File: src/design/pdfh_ram.sv
// ----------------------------------------------------------------------------
// pdfh_ram
// Generic RAM: one write port, two read ports, registered read data.
// ----------------------------------------------------------------------------
module pdfh_ram #(
  parameter int unsigned WIDTH = 8,
  parameter int unsigned DEPTH = 16
) (
  input  logic                     clk_i,
  input  logic                     we_i,
  input  logic [$clog2(DEPTH)-1:0] waddr_i,
  input  logic [WIDTH-1:0]         wdata_i,
  input  logic                     re_i,
  input  logic [$clog2(DEPTH)-1:0] raddr_a_i,
  input  logic [$clog2(DEPTH)-1:0] raddr_b_i,
  output logic [WIDTH-1:0]         rdata_a_o,
  output logic [WIDTH-1:0]         rdata_b_o
);

  logic [WIDTH-1:0] mem_q [DEPTH];
  logic [WIDTH-1:0] rdata_a_q;
  logic [WIDTH-1:0] rdata_b_q;

  always_ff @(posedge clk_i) begin
    if (we_i) begin
      mem_q[waddr_i] <= wdata_i;
    end
    if (re_i) begin
      rdata_a_q <= mem_q[raddr_a_i];
      rdata_b_q <= mem_q[raddr_b_i];
    end
  end

  assign rdata_a_o = rdata_a_q;
  assign rdata_b_o = rdata_b_q;

endmodule

File: config.mk
export PLATFORM = sky130hd
export DESIGN_NAME = pdfh_ram
export DESIGN_NICKNAME = d
export VERILOG_FILES = /design/src/design/pdfh_ram.sv
export SDC_FILE = /design/constraint.sdc
export NUM_CORES = 1
export LEC_CHECK = 0
export BUFFER_PORTS_ARGS = -buffer_cell sky130_fd_sc_hd__buf_2
export CAP_MARGIN = 20
export CORE_MARGIN = 3
export CORE_UTILIZATION = 39
export CTS_CLUSTER_DIAMETER = 120
export DETAILED_ROUTE_END_ITERATION = 16
export HOLD_SLACK_MARGIN = 0.1
export PLACE_DENSITY = 0.52
export SYNTH_ARGS = -nofsm -noshare
export SYNTH_HDL_FRONTEND = slang
export SYNTH_SLANG_ARGS = --single-unit
File: constraint.sdc
create_clock -name clk_i -period 6.5 [get_ports clk_i]
set_clock_uncertainty 0.2 [all_clocks]
set_input_delay 1.3 -clock clk_i [delete_from_list [all_inputs] [get_ports clk_i]]
set_output_delay 1.3 -clock clk_i [all_outputs]
set_load 0.01 [all_outputs]
==> results.toml, run 1 <==
[yosys]
synth_area_per_cell_sq_um = 21.19
distinct_cells_synth = 19
synth.yosys.warnings = 0
yosys_register_bits = 144
synth_area_sq_um = 6506
synthCells = 307
synth_nets = 330
synth.yosys.seq_area_share_pct = 66.46

[grt]
grt_overflow = 0
grt_pass1_vias = 3398
grt_antenna_before_repair = 0
grt_pass1_wl_um = 22030
grt_start_max_net_pins = 33
track_usage_pct = 17.39

[timing]
setup_tns_ps = 0
fin_hold_ws_ps = 577.2
min_cycle_time_layout_ps = 3122
worst-slew-pin-transition_ps = 1027
timing.final.setup_violations = 0
timing.final.crit_share_pct = 48.04
hold_fails_final_rpt = 0
worst_slew_margin_rel_pct = 31.25
finalMaxSlewViolations = 0
max_clock_freq_mhz = 320.3
setup_repair_after_global_routing_missed_its_margin = "no"

[floorplan]
design.portCount = 39
die_h_um = 135.2
core_area_sq_um = 16120
dieArea_sq_um = 18270
cell_row_count = 46
starting_density_of_the_core_pct = 40.37
dieWidth_um = 135.2

[clocking]
tritoncts = "done"
clock_tree.htree_level_count = 4
post_cts_hold_buffer_count = 0
postCtsSetupBuffers = 0
clock_sinks = 144
cts_max_path_buffers = 2
clockRootBuffer = "sky130_fd_sc_hd__clkbuf_16"
clock_insertion_delay_worst_skew_ps = 410
clkSlewWorstSetupHoldPaths_ps = 60
tritoncts.num_buffers = 17
cts_repair_resize_count = 0

[worst_setup_path]
rr_worst_depth = 3
cp_data_required_time_ps = 6450
endpoint_kind = "register"
path_class = "in -> reg"
critical_path.slowest_cell = "sky130_fd_sc_hd__mux4_1"
worstPathCellList = "buf_2 > buf_12 > mux4_1 > a22oi_1 > nand2_1"
cp_max_fo = 18
worst_setup_path_start_kind = "input pin"
critPathArrivalTime_ps = 3070
worst_path_largest_cell_delay_ps = 560

[flow_run]
max-cap-violations = 0

[layout]
layout.cells.most_common = "sky130_fd_sc_hd__edfxtp_1"
drive_above_1_share_pct = 30.03
postLayoutCoreUtil_pct = 46.13
syn_to_final_growth_pct = 14.27
mostFrequentLayoutCells = "sky130_fd_sc_hd__edfxtp_1, sky130_fd_sc_hd__buf_2, sky130_fd_sc_hd__mux4_2"
finish.net_count = 374
nFillCells = 1360
antenna-diode-count = 0

[route]
route.detailed.wl_per_inst_um = 26.05
drt_pass1_iterations = 4
viasPerCell = 5.725
routed_wl_um = 15080
dr.first_iter.drc_count = 247
final_antenna_net_count = 0
detailroute.via_count = 3315
post-route-drc-count = 0

[place]
dp_hpwl_um = 9368
last_weighted_congestion_value_of_the_routability_driven_placer = 0.7108
place.port_buffers = 38

[pwr]
power.ir.vdd_worst_uv = 189.4
design_power_total_w = 0.002162
power-per-cell-area_nw_per_um2 = 290.8
leakagePower_nw = 2.500

[outcome]
status = "completed"

[hold_path]
hold_class = "reg -> reg"
whs_path_depth = 3
[through the flow]
| step | instances | worst slack (ps) | area (sq um) |
|---|---|---|---|
| 6_report | 579 | 3378 | 7435 |
| 5_1_grt | 579 | 3302 | 7435 |
| 4_1_cts | 577 | 3144 | 7407 |
| 3_5_place_dp | 546 | 2693 | 6832 |
| 3_3_place_gp | 546 | 2711 | 6832 |
| 2_1_floorplan | 307 | 3507 | 6506 |
[sequential cells by signal (all words and copies together), names as in the netlist]
name / count
rdata_a_o: 8
rdata_b_o: 8
mem_q: 128
[area by class of cell]
type                    instances  area, sq um  area share, %
clock inverters                12        142.6          1.919
well taps                     216        270.3          3.635
flip-flops and latches        144         4324          58.16
clock buffers                  19        432.9          5.823
multi-input cells             143         2009          27.03
repair buffers                 45        255.2          3.433
[Yosys cell counts, drive strengths merged]
library cell / instances / area, sq um
nand2b: 2 / 12.51
mux4: 64 / 1551
buf: 14 / 112.6
and2: 2 / 12.51
nand2: 17 / 63.81
clkdlybuf4s25: 6 / 60.06
a22oi: 32 / 240.2
nor3: 4 / 20.02
nand3: 1 / 5.000
nand3b: 2 / 15.01
edfxtp: 144 / 4324
and2b: 2 / 15.01
nor2: 14 / 52.55
or3b: 1 / 8.760
nor2b: 2 / 12.51
[report_power, final]
group	internal, W	switching [W]
combinational	0.0000660	0.0000852
clock	0.000597	0.000352
sequential	0.00105	0.0000103
total	0.00171	0.000447
[critical path, delay by kind of cell]
family | cells | cell delay (ps)
buffers and inverters | 2 | 690
and+or+nand+nor | 1 | 100
AOI/OAI and AO/OA | 1 | 390
muxes | 1 | 560
[path summary, 6_finish.rpt]
kind,start,to,slack (ps)
min reg2reg,mem_q[12][5],rdata_a_o[5],580
max reg2reg,mem_q[1][7],rdata_a_o[7],4650
min,mem_q[12][5],rdata_a_o[5],580
max,raddr_a_i[0],rdata_a_o[7],3380
[logic make-up (layout without fill, tap and decap cells)]
| group | after synthesis | in the layout | share of synthesized area, % |
|---|---|---|---|
| DFF | 144 | 144 | 66.46 |
| muxes | 64 | 64 | 23.85 |
| and+or+nand+nor | 47 | 47 | 3.346 |
| AOI/OAI and AO/OA | 32 | 32 | 3.692 |
| buffers and inverters | 20 | 76 | 2.654 |
[layer usage]
layer | track usage, % | share of wire, %
met1 | 23.03 | 41
met2 | 28.54 | 51
met3 | 4.086 | 5.7
met4 | 5.991 | 1.7
met5 | 0 | 0
No activity file was read; power rests on OpenSTA's default activity.
==> run 2: changes to the inputs <==
--- a/config.mk
+++ b/config.mk
@@ -5,6 +5,7 @@
 export SDC_FILE = /design/constraint.sdc
 export NUM_CORES = 1
 export LEC_CHECK = 0
+export ABC_AREA = 1
 export BUFFER_PORTS_ARGS = -buffer_cell sky130_fd_sc_hd__buf_2
 export CAP_MARGIN = 20
 export CORE_MARGIN = 3
==> constraint.sdc (replaced) <==
create_clock -name clk_i -period 3.1 [get_ports clk_i]
set_clock_uncertainty 0.2 [all_clocks]
set_input_delay 0.62 -clock clk_i [delete_from_list [all_inputs] [get_ports clk_i]]
set_output_delay 0.62 -clock clk_i [all_outputs]
set_load 0.01 [all_outputs]
==> run 2 against run 1 <==
  * Sequential cell count unchanged
  * Register-to-register slack lost 3100 ps
  * Largest cell class unchanged
  * Non-clock buffer count is 12 higher
  * Highest routed layer unchanged
==> results.toml, run 2 <==
[outcome]
status = "completed"

[route]
detailroute.via_count = 6084
final_antenna_net_count = 0
route.detailed.wl_per_inst_um = 20.18
post-route-drc-count = 0
drt_pass1_iterations = 7
dr.first_iter.drc_count = 812
routed_wl_um = 22600
viasPerCell = 5.432

[grt]
grt_antenna_before_repair = 0
track_usage_pct = 22.91
grt_overflow = 0
grt_pass1_wl_um = 34600
grt_pass1_vias = 5835
grt_start_max_net_pins = 65

[timing]
timing.final.crit_share_pct = 63.80
finalMaxSlewViolations = 0
worst-slew-pin-transition_ps = 971.4
max_clock_freq_mhz = 505.6
setup_repair_after_global_routing_missed_its_margin = "no"
worst_slew_margin_rel_pct = 35.00
timing.final.setup_violations = 0
fin_hold_ws_ps = 413.4
hold_fails_final_rpt = 0
setup_tns_ps = 0
min_cycle_time_layout_ps = 1978

[yosys]
most_frequently_used_cell_type_in_the_post_synthesis_netlist = "sky130_fd_sc_hd__nand2_1"
synth.yosys.warnings = 0
synth_area_per_cell_sq_um = 8.719
synth_nets = 874
async_reset_ff_share_pct = 0
area_fraction_in_compound_gates_after_synthesis_pct = 0
yosys.area_share.xor_xnor_pct = 0
yosys_register_bits = 144
synthCells = 851
yosys-mux-area-fraction_pct = 0
post_synth_fa_ha_maj_area_fraction_pct = 0
synth.yosys.seq_area_share_pct = 58.28
top_area_cell_type_share_of_the_netlist_area_pct = 58.28
ys_dominant_reg_cell = "sky130_fd_sc_hd__edfxtp_1"
synth_area_sq_um = 7420
distinct_cells_synth = 12
post_synth_most_frequent_cells = "sky130_fd_sc_hd__nand2_1, sky130_fd_sc_hd__nand3_1, sky130_fd_sc_hd__edfxtp_1, sky130_fd_sc_hd__inv_1, sky130_fd_sc_hd__buf_2"
synth_simple_gate_area_share_pct = 30.25
synth_edf_count = 144
synth_top_area_cell = "sky130_fd_sc_hd__edfxtp_1"
top_post_synthesis_cells_by_area = "sky130_fd_sc_hd__edfxtp_1, sky130_fd_sc_hd__nand3_1, sky130_fd_sc_hd__nand2_1, sky130_fd_sc_hd__inv_1, sky130_fd_sc_hd__buf_6"
largest_family_of_logic_cells_by_synthesized_area = "simple AND/OR/NAND/NOR gates"

[layout]
largest_register_ffs = 128
registers.top_by_ff_count = "mem_q"
nFillCells = 1761
mostFrequentLayoutCells = "sky130_fd_sc_hd__nand2_1, sky130_fd_sc_hd__nand3_1, sky130_fd_sc_hd__edfxtp_1"
layout.cells.most_common = "sky130_fd_sc_hd__nand2_1"
drive_above_1_share_pct = 10.10
syn_to_final_growth_pct = 11.72
finish.net_count = 902
antenna-diode-count = 0

[clocking]
post_cts_hold_buffer_count = 0
tritoncts.num_buffers = 17
tritoncts = "done"
clock_insertion_delay_worst_skew_ps = 430
clkSlewWorstSetupHoldPaths_ps = 60
clock_tree.htree_level_count = 4
cts_max_path_buffers = 2
clock_sinks = 144
clockRootBuffer = "sky130_fd_sc_hd__clkbuf_16"
postCtsSetupBuffers = 0
cts_repair_resize_count = 0

[pwr]
leakagePower_nw = 3.692
design_power_total_w = 0.004652
power.ir.vdd_worst_uv = 368.8
power-per-cell-area_nw_per_um2 = 561.2

[worst_setup_path]
endpoint_kind = "register"
cp_data_required_time_ps = 3090
cp_max_fo = 64
critPathArrivalTime_ps = 1960
worst_setup_path_start_kind = "input pin"
path_class = "in -> reg"

[place]
place.port_buffers = 38
dp_hpwl_um = 14520
last_weighted_congestion_value_of_the_routability_driven_placer = 0.8920

[floorplan]
dieArea_sq_um = 20720
dieWidth_um = 143.9
design.portCount = 39
cell_row_count = 49
starting_density_of_the_core_pct = 40.48
die_h_um = 143.9
core_area_sq_um = 18330

[flow_run]
max-cap-violations = 0

[hold_path]
hold_class = "in -> reg"
[run 2: changes by cell type after synthesis, sizes merged, moves of 3 or more]
cell | before | now
a22oi | 32 | 0
buf | 14 | 45
clkbuf | 0 | 3
clkdlybuf4s25 | 6 | 0
inv | 0 | 138
mux4 | 64 | 0
nand2 | 17 | 277
nand3 | 1 | 225
nor2 | 14 | 17
nor3 | 4 | 0
[run 2: critical path, stage by stage]
cell and delay, ps:
sky130_fd_sc_hd__buf_2 100, sky130_fd_sc_hd__buf_4 570, sky130_fd_sc_hd__nand2_1 120, sky130_fd_sc_hd__nand3_1 120, sky130_fd_sc_hd__nand3_1 180, sky130_fd_sc_hd__nand3_1 140, sky130_fd_sc_hd__nand2_1 60
[run 2: final timing paths]
| kind | slack [ps] | cells past startpoint | to | start |
|---|---|---|---|---|
| setup / recovery | 1120 | 7 | rdata_b_o[2] | raddr_b_i[0] |
| hold / removal | 410 | 1 | mem_q[3][7] | wdata_i[7] |
| setup reg to reg | 1580 | 6 | rdata_b_o[5] | mem_q[5][5] |
| hold reg to reg | 570 | 6 | rdata_a_o[4] | mem_q[11][4] |
[run 2: power by group]
group / total [W] / switching (W) / internal, W / leakage (nW)
Clock: 0.00199 / 0.000807 / 0.00118 / 0.274
Combinational: 0.000446 / 0.000323 / 0.000123 / 2.10
Sequential: 0.00222 / 0.0000163 / 0.00220 / 1.31
Total: 0.00465 / 0.00115 / 0.00351 / 3.69
[run 2: per-layer routing]
metal | wire (um) | GRT usage (%) | vias to the layer above
li1 | - | - | 2815
met1 | 9944 | 32.38 | 2860
met2 | 9912 | 34.42 | 368
met3 | 2227 | 6.090 | 41
met4 | 515 | 7.483 | 0
met5 | 0 | 0 | -
[run 2: kinds of logic after synthesis]
group / Yosys count
buffers and inverters: 186
AND/OR/NAND/NOR: 521
flip-flops: 144
[run 2: through the flow]
| step | area, sq um | utilization (%) | setup WS (ps) | cells |
|---|---|---|---|---|
| 4_1_cts | 8289 | 45.22 | 1178 | 1120 |
| 6_report | 8289 | 45.22 | 1122 | 1120 |
| 3_3_place_gp | 7719 | 42.11 | 752.4 | 1089 |
| 2_1_floorplan | 7420 | - | 1329 | 851 |
| 5_1_grt | 8289 | 45.22 | 1089 | 1120 |
| 3_5_place_dp | 7719 | 42.11 | 721.6 | 1089 |
[run 2: layout make-up]
type	instances	area (sq um)	area share, %
clock buffer	18	429.2	5.177
clock inverter	13	141.4	1.706
inverter	138	518.0	6.249
multi-input combinational	521	2245	27.08
sequential	144	4324	52.17
tap	229	286.5	3.457
timing repair buffer	57	345.3	4.166
==> run 3: changes to the inputs <==
--- a/config.mk
+++ b/config.mk
@@ -13,7 +13,7 @@
 export CTS_CLUSTER_DIAMETER = 120
 export DETAILED_ROUTE_END_ITERATION = 16
 export HOLD_SLACK_MARGIN = 0.1
-export PLACE_DENSITY = 0.52
+export PLACE_DENSITY = 0.54
 export SYNTH_ARGS = -nofsm -noshare
 export SYNTH_HDL_FRONTEND = slang
 export SYNTH_SLANG_ARGS = --single-unit
==> constraint.sdc (replaced) <==
create_clock -name clk_i -period 1.7 [get_ports clk_i]
set_clock_uncertainty 0.2 [all_clocks]
set_input_delay 0.34 -clock clk_i [delete_from_list [all_inputs] [get_ports clk_i]]
set_output_delay 0.34 -clock clk_i [all_outputs]
set_load 0.01 [all_outputs]
==> run 3 against run 2 <==
  * Cell count rose by 3.0%
  * Non-clock buffer count rose by 34
  * Total power rose by 76%
  * Register-to-register slack got worse by 1300 ps
  * Routed wire length fell by 3.7%
  * Core utilization rose by 1.8 points
  * Critical path depth fell by 6
  * Sequential share of layout area fell by 2.0 points
  * Global-route usage fell by 1.0 points
  * Via count fell by 1.2%
  * Sequential cell count did not move
  * Hold slack got worse by 290 ps
  * Critical path type is now reg -> out
  * Largest cell class unchanged
  * Largest power group unchanged
==> results.toml, run 3 (synthesis gave the netlist of run 2 again) <==
[clocking]
clock_sinks = 144
cts_max_path_buffers = 2
clockRootBuffer = "sky130_fd_sc_hd__clkbuf_16"
clock_tree.htree_level_count = 4
clkSlewWorstSetupHoldPaths_ps = 60
tritoncts = "done"
cts_repair_resize_count = 0
tritoncts.num_buffers = 17
postCtsSetupBuffers = 0
post_cts_hold_buffer_count = 0
clock_insertion_delay_worst_skew_ps = 420

[route]
routed_wl_um = 21770
drt_pass1_iterations = 5
final_antenna_net_count = 0
post-route-drc-count = 0
route.detailed.wl_per_inst_um = 18.86
dr.first_iter.drc_count = 701
detailroute.via_count = 6009
viasPerCell = 5.207

[timing]
hold_fails_final_rpt = 0
max_clock_freq_mhz = 620.1
timing.final.ws_setup_ps = 87.24
min_cycle_time_layout_ps = 1613
setup_repair_after_global_routing_missed_its_margin = "no"
timing.final.setup_violations = 0
finalMaxSlewViolations = 0
timing.final.crit_share_pct = 94.87
worst-slew-pin-transition_ps = 491.8
worst_slew_margin_rel_pct = 67.21

[layout]
finish.net_count = 936
layout.area.seq_sq_um = 4324
largest_register_ffs = 128
combined_area_of_the_multi_input_logic_cells_sq_um = 2245
syn_to_final_growth_pct = 16.12
post-route-cell-area_sq_um = 8616
layout.cells.most_common = "sky130_fd_sc_hd__nand2_1"
registers.top_by_ff_count = "mem_q"
drive_above_1_share_pct = 13.30
mostFrequentLayoutCells = "sky130_fd_sc_hd__nand2_1, sky130_fd_sc_hd__nand3_1, sky130_fd_sc_hd__edfxtp_1"
antenna-diode-count = 0
nFillCells = 1743

[worst_setup_path]
rrSetupSlack_ps = 330
path_class = "reg -> out"
critPathBufInv = 1
critical_path_cell_count = 1
cp_data_required_time_ps = 1160
cp_max_fo = 1
worstPathCellList = "buf_2"
critical_path.slowest_cell = "sky130_fd_sc_hd__edfxtp_1"
path_delay_family = "flip-flops"
rr_worst_depth = 6
critPathArrivalTime_ps = 1070
worst_path_largest_cell_delay_ps = 470
worst_setup_path_start_kind = "register"
endpoint_kind = "primary output"

[floorplan]
cell_row_count = 49
dieWidth_um = 143.9
design.portCount = 39
starting_density_of_the_core_pct = 40.48
die_h_um = 143.9
core_area_sq_um = 18330
dieArea_sq_um = 20720

[place]
worst_setup_slack_post_dpl_ps = -17.43
last_weighted_congestion_value_of_the_routability_driven_placer = 0.8564
place_area_sq_um = 8112
dp_hpwl_um = 14690
place.port_buffers = 38

[pwr]
p_switching_w = 0.002038
pwr-share-clk_pct = 39.7
proportion_of_total_power_due_to_net_switching_pct = 24.95
leakagePower_nw = 3.876
intPower_w = 0.006131
power-per-cell-area_nw_per_um2 = 948.2
comb_power_share_pct = 10.7
seq_power_share_pct = 49.6
design_power_total_w = 0.008170
power.ir.vdd_worst_uv = 668.6

[hold_path]
whs_path_depth = 1
hold_class = "in -> reg"

[grt]
grt_overflow = 0
grt_pass1_wl_um = 33310
grt_pass1_vias = 5482
grt_antenna_before_repair = 0
grt_start_max_net_pins = 49
track_usage_pct = 21.86

[outcome]
status = "completed"

[flow_run]
max-cap-violations = 0
==> run 3: cell count changes in the layout (fill, tap and decap cells not counted) <==
cell and change:
sky130_fd_sc_hd__buf_4 +23, sky130_fd_sc_hd__buf_12 +11, sky130_fd_sc_hd__clkinv_4 -5, sky130_fd_sc_hd__clkinv_2 +4, sky130_fd_sc_hd__clkinvlp_4 +3, sky130_fd_sc_hd__bufinv_16 -2, sky130_fd_sc_hd__clkinv_1 +1, sky130_fd_sc_hd__inv_6 -1
==> run 3: final timing paths <==
check | end | startpoint
max | rdata_b_o[1] | rdata_b_o[1]
min | mem_q[9][4] | wdata_i[4]
max reg2reg | rdata_b_o[3] | mem_q[1][3]
min reg2reg | rdata_a_o[3] | mem_q[4][3]
==> run 3: layout make-up <==
cell class	count	area share, %
Multi-Input combinational cell	521	26.05
Clock inverter	13	0.8713
Tap cell	229	3.326
Inverter	138	6.012
Clock buffer	18	4.981
Sequential cell	144	50.19
Timing Repair Buffer	91	8.568
==> run 3: power groups by stage <==
stage | logic, W | clock network [W] | registers, W
after global routing | 0.000962 | 0.00344 | 0.00405
after CTS | 0.000869 | 0.00327 | 0.00405
after global placement | 0.000866 | 0 | 0.00412
after detailed placement | 0.000865 | 0 | 0.00412
after floorplan | 0.000499 | 0 | 0.00413
final | 0.000874 | 0.00325 | 0.00405
==> run 3: through the flow <==
stage,utilization [%],std cells,TNS [ps],hold WS [ps]
4_1_cts,47.00,1154,0,120.0
6_report,47.00,1154,0,118.9
3_3_place_gp,44.25,1123,-30.46,546.6
3_5_place_dp,44.25,1123,-87.87,552.6
2_1_floorplan,-,851,0,238.9
5_1_grt,47.00,1154,0,128.8
==> run 3: layer usage <==
| metal | wire length [um] | part of all wire, % | GRT usage [%] | vias to the layer above |
|---|---|---|---|---|
| met2 | 9309 | 43 | 31.50 | 289 |
| met4 | 357 | 1.6 | 6.492 | 0 |
| met3 | 1877 | 8.6 | 3.228 | 27 |
| met5 | 0 | 0 | 0 | - |
| met1 | 10220 | 47 | 34.05 | 2815 |
| li1 | - | - | - | 2878 |
